[src/hw/rtl/rptk_pkg.sv]
`timescale 1ns / 1ps
`default_nettype none
// ----------------------------------------------------------------------------
// rptk_pkg: shared types and constants
// Item and result layouts, cell entry and cell control, register indexes and
// atom kind codes for the residue-pair contact selector.
// ----------------------------------------------------------------------------
package rptk_pkg;

  localparam int MAX_KEEP   = 8;
  localparam int ATOM_W     = 16;
  localparam int COORD_W    = 16;
  localparam int SQ_W       = 32;
  localparam int DIST_W     = 34;
  localparam int THR_W      = 24;
  localparam int KEEP_W     = 4;
  localparam int KIND_W     = 3;
  localparam int CFG_IDX_W  = 2;
  localparam int CFG_DATA_W = 24;

  localparam logic [CFG_IDX_W-1:0] CFG_THRESHOLD_SQ     = 2'd0;
  localparam logic [CFG_IDX_W-1:0] CFG_EXCLUDE_COVALENT = 2'd1;
  localparam logic [CFG_IDX_W-1:0] CFG_KEEP_COUNT       = 2'd2;

  localparam logic [THR_W-1:0]  THRESHOLD_RESET = 24'd256000;
  localparam logic [KEEP_W-1:0] KEEP_RESET      = 4'd1;

  localparam logic [KIND_W-1:0] KIND_N  = 3'd1;
  localparam logic [KIND_W-1:0] KIND_CA = 3'd2;
  localparam logic [KIND_W-1:0] KIND_C  = 3'd3;
  localparam logic [KIND_W-1:0] KIND_O  = 3'd4;

  typedef struct packed {
    logic [ATOM_W-1:0]         first_atom;
    logic [ATOM_W-1:0]         second_atom;
    logic signed [COORD_W-1:0] first_x;
    logic signed [COORD_W-1:0] first_y;
    logic signed [COORD_W-1:0] first_z;
    logic signed [COORD_W-1:0] second_x;
    logic signed [COORD_W-1:0] second_y;
    logic signed [COORD_W-1:0] second_z;
    logic                      adjacent_residues;
    logic [KIND_W-1:0]         first_kind;
    logic [KIND_W-1:0]         second_kind;
    logic                      last_pair;
  } in_item_t;

  typedef struct packed {
    logic [ATOM_W-1:0] out_first_atom;
    logic [ATOM_W-1:0] out_second_atom;
    logic [DIST_W-1:0] out_dist_sq;
    logic              last_of_run;
  } out_item_t;

  typedef struct packed {
    logic              valid;
    logic [DIST_W-1:0] dist_sq;
    logic [ATOM_W-1:0] first;
    logic [ATOM_W-1:0] second;
  } entry_t;

  typedef struct packed {
    logic              insert;
    logic              unload;
    logic              flush;
    logic              skip;
    logic [DIST_W-1:0] dist_sq;
    logic [ATOM_W-1:0] first;
    logic [ATOM_W-1:0] second;
  } cell_ctrl_t;

endpackage
`default_nettype wire

[src/hw/rtl/rptk_cell.sv]
`timescale 1ns / 1ps
`default_nettype none
// ----------------------------------------------------------------------------
// rptk_cell: one slot of the sorted contact list
// Compares the broadcast distance with its own entry, takes the new pair or
// the left neighbor's entry on insert, the right one's on unload; flush clears it.
// ----------------------------------------------------------------------------
module rptk_cell import rptk_pkg::*; (
  input  wire logic       clk,
  input  wire logic       rst_n,
  input  wire cell_ctrl_t ctrl,
  input  wire logic       in_range,
  input  wire entry_t     left_ent,
  input  wire logic       left_lt,
  input  wire entry_t     right_ent,
  output entry_t          ent,
  output logic            lt
);

  logic              valid_r;
  logic [DIST_W-1:0] dist_r;
  logic [ATOM_W-1:0] first_r;
  logic [ATOM_W-1:0] second_r;
  logic              v_eff;
  entry_t            ent_nxt;

  assign ent   = '{valid: valid_r, dist_sq: dist_r, first: first_r, second: second_r};
  assign v_eff = valid_r & in_range;
  assign lt    = !v_eff || (ctrl.dist_sq < dist_r);

  always_comb begin
    ent_nxt = ent;
    if (ctrl.flush) begin
      ent_nxt.valid = 1'b0;
    end else if (ctrl.insert) begin
      if (!ctrl.skip && lt) begin
        if (left_lt) begin
          ent_nxt       = left_ent;
          ent_nxt.valid = in_range & left_ent.valid;
        end else begin
          ent_nxt = '{valid: in_range, dist_sq: ctrl.dist_sq, first: ctrl.first,
                      second: ctrl.second};
        end
      end else begin
        ent_nxt.valid = v_eff;
      end
    end else if (ctrl.unload) begin
      ent_nxt = right_ent;
    end
  end

  always_ff @(posedge clk) begin
    if (!rst_n) begin
      valid_r <= 1'b0;
    end else begin
      valid_r <= ent_nxt.valid;
    end
  end

  always_ff @(posedge clk) begin
    dist_r   <= ent_nxt.dist_sq;
    first_r  <= ent_nxt.first;
    second_r <= ent_nxt.second;
  end

endmodule
`default_nettype wire

[src/hw/rtl/residue_pair_top_k_contacts_top.sv]
`timescale 1ns / 1ps
`default_nettype none
// ----------------------------------------------------------------------------
// residue_pair_top_k_contacts_top: closest atom-pair contacts of a residue pair
// Distance stages in front of a row of compare-and-shift list cells.
//
// usage:
//   a request (one atom pair) is taken when start is high and busy is low.
//   each request passes through register, three squares, partial sums and
//   threshold checks, then one insert step in the cell row; busy stays high
//   from the register step until the insert step is done
//   a request with last_pair set then unloads the list from cell 0, one
//   contact per cycle: the first result follows the insert step,
//   the rest follow back to back, the farthest carries last_of_run.
//   busy stays high until the row is empty.
//   an abandoned residue pair or an empty list gives no result.
//   results are held on out_data for one cycle under out_strobe; the
//   receiver cannot stall them.
//   cfg_we writes threshold_sq, exclude_covalent or keep_count by cfg_idx;
//   write only while busy is low.
//   reset (rst_n low, synchronous) empties the list, clears the abandoned
//   flag and loads the register defaults.
// ----------------------------------------------------------------------------
module residue_pair_top_k_contacts_top import rptk_pkg::*; (
  input  wire logic                  clk,
  input  wire logic                  rst_n,
  input  wire logic                  start,
  output logic                       busy,
  input  wire in_item_t              in_data,
  output logic                       out_strobe,
  output out_item_t                  out_data,
  input  wire logic                  cfg_we,
  input  wire logic [CFG_IDX_W-1:0]  cfg_idx,
  input  wire logic [CFG_DATA_W-1:0] cfg_wdata
);

  localparam logic [2:0] ST_IDLE = 3'd0;
  localparam logic [2:0] ST_SQ   = 3'd1;
  localparam logic [2:0] ST_SUM  = 3'd2;
  localparam logic [2:0] ST_INS  = 3'd3;
  localparam logic [2:0] ST_EMIT = 3'd4;

  logic [2:0]        state_r, state_nxt;
  logic [THR_W-1:0]  thr_r;
  logic              excl_r;
  logic [KEEP_W-1:0] keep_r;
  in_item_t          in_r;
  logic [SQ_W-1:0]   sqx_r, sqy_r, sqz_r;
  logic [DIST_W-1:0] sum_r;
  logic              skip_r, hit_r;
  logic              abandoned_r, abandoned_nxt;
  logic              out_strobe_r;
  out_item_t         out_data_r;

  logic signed [COORD_W:0]   dx, dy, dz;
  logic signed [DIST_W-1:0]  px, py, pz;
  logic [DIST_W-1:0]         s1, s2, s3, thr34, far34;
  logic                      cov, e1, e2, e3, hit;
  logic                      drop_run;
  cell_ctrl_t                ctrl;
  entry_t                    ent [MAX_KEEP+1];
  logic                      lt [MAX_KEEP];
  logic [MAX_KEEP-1:0]       in_range;
  logic [MAX_KEEP-1:0]       vmask;

  assign busy       = (state_r != ST_IDLE);
  assign out_strobe = out_strobe_r;
  assign out_data   = out_data_r;

  // configuration
  always_ff @(posedge clk) begin
    if (!rst_n) begin
      thr_r  <= THRESHOLD_RESET;
      excl_r <= 1'b0;
      keep_r <= KEEP_RESET;
    end else if (cfg_we) begin
      case (cfg_idx)
        CFG_THRESHOLD_SQ:     thr_r  <= cfg_wdata[THR_W-1:0];
        CFG_EXCLUDE_COVALENT: excl_r <= cfg_wdata[0];
        CFG_KEEP_COUNT:       keep_r <= cfg_wdata[KEEP_W-1:0];
        default: begin
        end
      endcase
    end
  end

  // squares
  assign dx = $signed({in_r.second_x[COORD_W-1], in_r.second_x})
            - $signed({in_r.first_x[COORD_W-1], in_r.first_x});
  assign dy = $signed({in_r.second_y[COORD_W-1], in_r.second_y})
            - $signed({in_r.first_y[COORD_W-1], in_r.first_y});
  assign dz = $signed({in_r.second_z[COORD_W-1], in_r.second_z})
            - $signed({in_r.first_z[COORD_W-1], in_r.first_z});
  assign px = DIST_W'(dx) * DIST_W'(dx);
  assign py = DIST_W'(dy) * DIST_W'(dy);
  assign pz = DIST_W'(dz) * DIST_W'(dz);

  // partial sums and checks
  assign s1    = {2'b00, sqx_r};
  assign s2    = s1 + {2'b00, sqy_r};
  assign s3    = s2 + {2'b00, sqz_r};
  assign thr34 = {{(DIST_W-THR_W){1'b0}}, thr_r};
  assign far34 = {{(DIST_W-THR_W-4){1'b0}}, thr_r, 4'b0000};
  assign e1    = s1 > thr34;
  assign e2    = s2 > thr34;
  assign e3    = s3 > thr34;

  always_comb begin
    cov = 1'b0;
    if (excl_r && in_r.adjacent_residues) begin
      if (in_r.second_kind == KIND_N && (in_r.first_kind == KIND_CA ||
          in_r.first_kind == KIND_C || in_r.first_kind == KIND_O)) begin
        cov = 1'b1;
      end
      if (in_r.second_kind == KIND_CA && in_r.first_kind == KIND_C) begin
        cov = 1'b1;
      end
    end
    if (e1) begin
      hit = s1 > far34;
    end else if (e2) begin
      hit = s2 > far34;
    end else if (e3) begin
      hit = s3 > far34;
    end else begin
      hit = 1'b0;
    end
    hit = hit & !cov;
  end

  assign abandoned_nxt = abandoned_r | hit_r;
  assign drop_run      = in_r.last_pair & abandoned_nxt;

  always_comb begin
    state_nxt = state_r;
    case (state_r)
      ST_IDLE: if (start) state_nxt = ST_SQ;
      ST_SQ:   state_nxt = ST_SUM;
      ST_SUM:  state_nxt = ST_INS;
      ST_INS: begin
        if (in_r.last_pair && !drop_run) begin
          state_nxt = ST_EMIT;
        end else begin
          state_nxt = ST_IDLE;
        end
      end
      ST_EMIT: if (!ent[0].valid) state_nxt = ST_IDLE;
      default: state_nxt = ST_IDLE;
    endcase
  end

  always_ff @(posedge clk) begin
    if (!rst_n) begin
      state_r      <= ST_IDLE;
      abandoned_r  <= 1'b0;
      out_strobe_r <= 1'b0;
    end else begin
      state_r      <= state_nxt;
      out_strobe_r <= (state_r == ST_EMIT) && ent[0].valid;
      if (state_r == ST_INS) begin
        abandoned_r <= in_r.last_pair ? 1'b0 : abandoned_nxt;
      end
    end
  end

  always_ff @(posedge clk) begin
    if (state_r == ST_IDLE && start) begin
      in_r <= in_data;
    end
    if (state_r == ST_SQ) begin
      sqx_r <= px[SQ_W-1:0];
      sqy_r <= py[SQ_W-1:0];
      sqz_r <= pz[SQ_W-1:0];
    end
    if (state_r == ST_SUM) begin
      sum_r  <= s3;
      skip_r <= cov | e3;
      hit_r  <= hit;
    end
    out_data_r <= '{out_first_atom: ent[0].first, out_second_atom: ent[0].second,
                    out_dist_sq: ent[0].dist_sq, last_of_run: !ent[1].valid};
  end

  // cell row
  assign ctrl = '{insert:  (state_r == ST_INS),
                  unload:  (state_r == ST_EMIT),
                  flush:   (state_r == ST_INS) && drop_run,
                  skip:    skip_r | abandoned_r,
                  dist_sq: sum_r,
                  first:   in_r.first_atom,
                  second:  in_r.second_atom};

  assign ent[MAX_KEEP] = '0;

  for (genvar i = 0; i < MAX_KEEP; i++) begin : g_cell
    assign in_range[i] = (i == 0) || (32'(keep_r) > i);
    assign vmask[i]    = ent[i].valid;
    if (i == 0) begin : g_head
      rptk_cell u_cell (
        .clk       (clk),
        .rst_n     (rst_n),
        .ctrl      (ctrl),
        .in_range  (in_range[i]),
        .left_ent  ('0),
        .left_lt   (1'b0),
        .right_ent (ent[i+1]),
        .ent       (ent[i]),
        .lt        (lt[i])
      );
    end else begin : g_body
      rptk_cell u_cell (
        .clk       (clk),
        .rst_n     (rst_n),
        .ctrl      (ctrl),
        .in_range  (in_range[i]),
        .left_ent  (ent[i-1]),
        .left_lt   (lt[i-1]),
        .right_ent (ent[i+1]),
        .ent       (ent[i]),
        .lt        (lt[i])
      );
    end
  end

  a_valid_packed: assert property (@(posedge clk) disable iff (!rst_n)
    ((vmask + MAX_KEEP'(1)) & vmask) == '0)
    else $error("kept entries not packed toward cell 0");

  a_accept_busy: assert property (@(posedge clk) disable iff (!rst_n)
    (start && !busy) |=> busy)
    else $error("request accepted without going busy");

  a_strobe_emit: assert property (@(posedge clk) disable iff (!rst_n)
    out_strobe |-> $past(state_r == ST_EMIT))
    else $error("result outside unload phase");

  a_last_ends: assert property (@(posedge clk) disable iff (!rst_n)
    (out_strobe && out_data.last_of_run) |=> !out_strobe)
    else $error("result after last_of_run");

endmodule
`default_nettype wire

[config.mk]
export PLATFORM = sky130hd
export DESIGN_NAME = residue_pair_top_k_contacts_top
export DESIGN_NICKNAME = d
export VERILOG_FILES = /design/src/hw/rtl/rptk_pkg.sv /design/src/hw/rtl/rptk_cell.sv /design/src/hw/rtl/residue_pair_top_k_contacts_top.sv
export SDC_FILE = /design/constraint.sdc
export NUM_CORES = 2
export LEC_CHECK = 0
export BUFFER_PORTS_ARGS = -buffer_cell sky130_fd_sc_hd__clkbuf_2
export CAP_MARGIN = 0
export CORE_UTILIZATION = 56
export DETAILED_ROUTE_END_ITERATION = 12
export PLACE_DENSITY = 0.79
export SYNTH_ARGS = -nofsm -noshare
export SYNTH_HDL_FRONTEND = slang
export SYNTH_SLANG_ARGS = --single-unit
[constraint.sdc]
create_clock -name clk -period 13.8 [get_ports clk]
set_input_delay 0 -clock clk [delete_from_list [all_inputs] [get_ports clk]]
set_output_delay 0 -clock clk [all_outputs]
set_load 0.005 [all_outputs]
==> impl_metrics.env <==
export IMPL_synth_cell_area_um2=82800
export IMPL_grt_usage_pct=31.3
export IMPL_antenna_found_initial=9
export IMPL_die_h_um=386
export IMPL_cts_setup_buffers=0
export IMPL_slew_headroom_pct=18.2
export IMPL_fin_crit_sh_pct=72.0
export IMPL_synth_cell_types=92
export IMPL_required_ps=14270
export IMPL_syn_num_nets=10300
export IMPL_drc=0
export IMPL_tns_ps=0
export IMPL_cts_resized=0
export IMPL_die_width_um=386
export IMPL_avgSynthCellArea_um2=9.62
export IMPL_min_period_ps=9940
export IMPL_path_clk_slew_ps=60
export IMPL_max_freq_ghz=0.101
export IMPL_drv_cap=0
export IMPL_slowest_delay_ps=630
export IMPL_cts_buffers=101
export IMPL_dr_pass1_iters=8
export IMPL_num_fill_cells=11300
export IMPL_crit_path_end_kind="flop"
export IMPL_finalNetCount=10700
export IMPL_avgRoutedWirePerCell_um=21.2
export IMPL_clkSinkCount=902
export IMPL_start_util_pct=56.7
export IMPL_area_growth_pct=11.8
export IMPL_drtAntennaViolNets=0
export IMPL_path_class="reg -> reg"
export IMPL_synth_edff_count=793
export IMPL_cp_arrival_ps=10410
export IMPL_io_pins=235
export IMPL_synthCells=8605
export IMPL_async_reset_ff_share_pct=0
export IMPL_slew_violations=0
export IMPL_drt_wl_total_um=233000
export IMPL_grt_pass1_vias=69100
export IMPL_initialDrtViolationCount=6379
export IMPL_vias=66300
export IMPL_clock_skew_final_ps=73.9
export IMPL_hpwl_um=160000
export IMPL_clock_tree_root_cell="clkbuf_16"
export IMPL_crit_slowest_cell="nor2_1"
export IMPL_placementRows=140
export IMPL_synth_seq_area_share_pct=31.4
export IMPL_setup_viol=0
export IMPL_worstReg2RegStart="in_r[41]"
export IMPL_outcome="complete, no violations"
export IMPL_rsz0062_at_grt="no"
export IMPL_via_per_inst=6.04
export IMPL_hold_violations=0
export IMPL_r2r_setup_slack_ps=3860
export IMPL_cp_endpoint="sqx_r[31]"
export IMPL_cpMostUsedCell="fa_1"
export IMPL_h_tree_depth=3
export IMPL_reg2reg_to="sqx_r[31]"
export IMPL_overflow=0
export IMPL_grt_first_pass_wirelength_um=371000
export IMPL_worst_path_max_fanout=11
export IMPL_gp_congestion=0.947
export IMPL_startpoint="in_r[41]"
export IMPL_r2r_cells=35
export IMPL_drive_above_1_share_pct=7.08
export IMPL_ys_ff_latch=902
export IMPL_hp_class="in -> reg"
export IMPL_core_area_um2=146000
export IMPL_synth_ff_type="edfxtp_1"
export IMPL_cts_tree="done"
export IMPL_worstMarginPinSlew_ps=1230
export IMPL_cp_start_kind="flop"
export IMPL_die_area_um2=149000
export IMPL_yosys_warnings=0
export IMPL_holdBufCountCts=348
export IMPL_cts_path_max_buffers=3
export IMPL_io_buffers=234
export IMPL_grt_max_degree=130
export IMPL_clk_latency_ps=770
## worst min path at each step
stage | start | end | slack [ps] | cells past startpoint
detailed placement | in_data[107] | ctrl[3] | 180 | 1
global placement | in_data[1] | in_r[1] | 180 | 1
finish | cfg_idx[1] | keep_r[0] | 100 | 4
floorplan | in_data[104] | ctrl[0] | 100 | 0
CTS | in_data[64] | in_r[64] | 5 | 2
global route | cfg_idx[1] | keep_r[0] | 150 | 4
## cell usage in the layout, fill, tap and decap left out, types with 41 or more instances in the layout
cell,n
o21a_1,41
fa_1,778
ha_1,755
xor2_1,55
a211oi_1,146
nor2_1,716
inv_1,1378
nand4_1,81
mux2i_1,210
nor2b_1,55
o21ai_0,372
nand3_1,111
nor3_1,422
edfxtp_1,793
o221a_2,57
nand2_1,776
clkbuf_2,234
dfxtp_1,109
buf_4,112
o31ai_1,80
clkbuf_16,103
a21oi_1,325
a21o_1,239
dlygate4sd3_1,349
o21ai_1,44
xnor2_1,155
## critical path, delay by kind of cell, from the launching register on
| family | cells | cell delay (ps) |
|---|---|---|
| AND/OR/NAND/NOR | 7 | 1580 |
| adder cells (fa/ha/maj) | 8 | 3820 |
| flip-flops | 1 | 430 |
| AO/OA/AOI/OAI | 14 | 2950 |
| buffers and inverters | 5 | 800 |
| XOR/XNOR | 1 | 90 |
## flip-flops by register name, summed over array words and instances, names as in the netlist, 3 cells and up
| signal | flops |
|---|---|
| g_cell.g_body.u_cell.dist_r | 238 |
| g_cell.g_body.u_cell.first_r | 112 |
| g_cell.g_body.u_cell.second_r | 112 |
| in_r | 104 |
| out_data | 67 |
| g_cell.g_head.u_cell.dist_r | 34 |
| sum_r | 34 |
| ctrl | 32 |
| sqx_r | 31 |
| sqy_r | 31 |
| sqz_r | 31 |
| thr_r | 24 |
| g_cell.g_head.u_cell.first_r | 16 |
| g_cell.g_head.u_cell.second_r | 16 |
| g_cell.g_body.u_cell.valid_r | 7 |
| keep_r | 4 |
| state_r | 3 |
## cell families (layout without fill, tap and decap cells)
family                   Yosys count  after routing  share of synthesized area, %
AO/OA/AOI/OAI                   1580           1580                          12.6
XOR/XNOR                         212            212                          2.26
adder cells (fa/ha/maj)         1533           1533                          30.2
buffers and inverters           1827           2278                          8.46
flip-flops                       902            902                          31.4
multiplexers                     210            210                          2.54
other                              0              6                             0
AND/OR/NAND/NOR                 2341           2341                          12.5
## stage by stage
stage / cells / cell area (um^2) / worst slack, ps / hold WS (ps) / utilization [%]
4_1_cts: 11000 / 92500 / 4150 / 4.75 / 63.3
3_5_place_dp: 10400 / 85600 / 4200 / 179 / 58.6
3_3_place_gp: 10400 / 85600 / 4420 / 176 / 58.6
2_1_floorplan: 8605 / 82800 / 5360 / 98.9 / -
6_report: 11000 / 92500 / 3860 / 98.2 / 63.3
5_1_grt: 11000 / 92500 / 3250 / 154 / 63.3
## cell type report
type                       count  area, um^2  share of cell area [%]
antenna                        6        15.0                  0.0162
clock buffer                 130        2740                    2.96
clock inverter                57         643                   0.695
inverter                    1396        5240                    5.66
multi-input combinational   5876       50000                    54.0
sequential                   902       26000                    28.1
tap                         1917        2400                    2.59
timing repair buffer         695        5510                    5.95
## synth_stat cells (all sizes together), types with 20 or more instances
cell       n  area (um^2)
a21oi    333         1680
a21boi    32          240
inv     1390         5220
a221oi    40          357
and2      23          144
o21a      41          308
mux2i    210         2100
nand3    111          556
a31oi     29          188
xnor2    155         1360
edfxtp   793        23800
nor3     423         2120
clkbuf   364         1370
nor2b     56          350
fa       778        15600
dfxtp    109         2180
nor2     719         2700
and3      23          144
nand4     81          507
nand2    782         2940
o31ai     82          626
o21ai    423         2120
a21o     240         1800
or2       20          125
a211oi   150         1140
buf       67          392
xor2      57          514
o221a     65          732
ha       755         9450
a211o     37          324
nand2b    39          244
## layer usage
metal	track usage [%]	vias to the layer above	routed length, um
li1	-	29800	-
met4	15.4	8	12100
met3	5.85	857	21600
met5	0	-	58
met1	38.7	32200	87200
met2	52.6	3392	112000
Power is left out: the tool's default activity adds up to more than one toggle a clock period on the data nets, which glitch-free logic cannot reach.
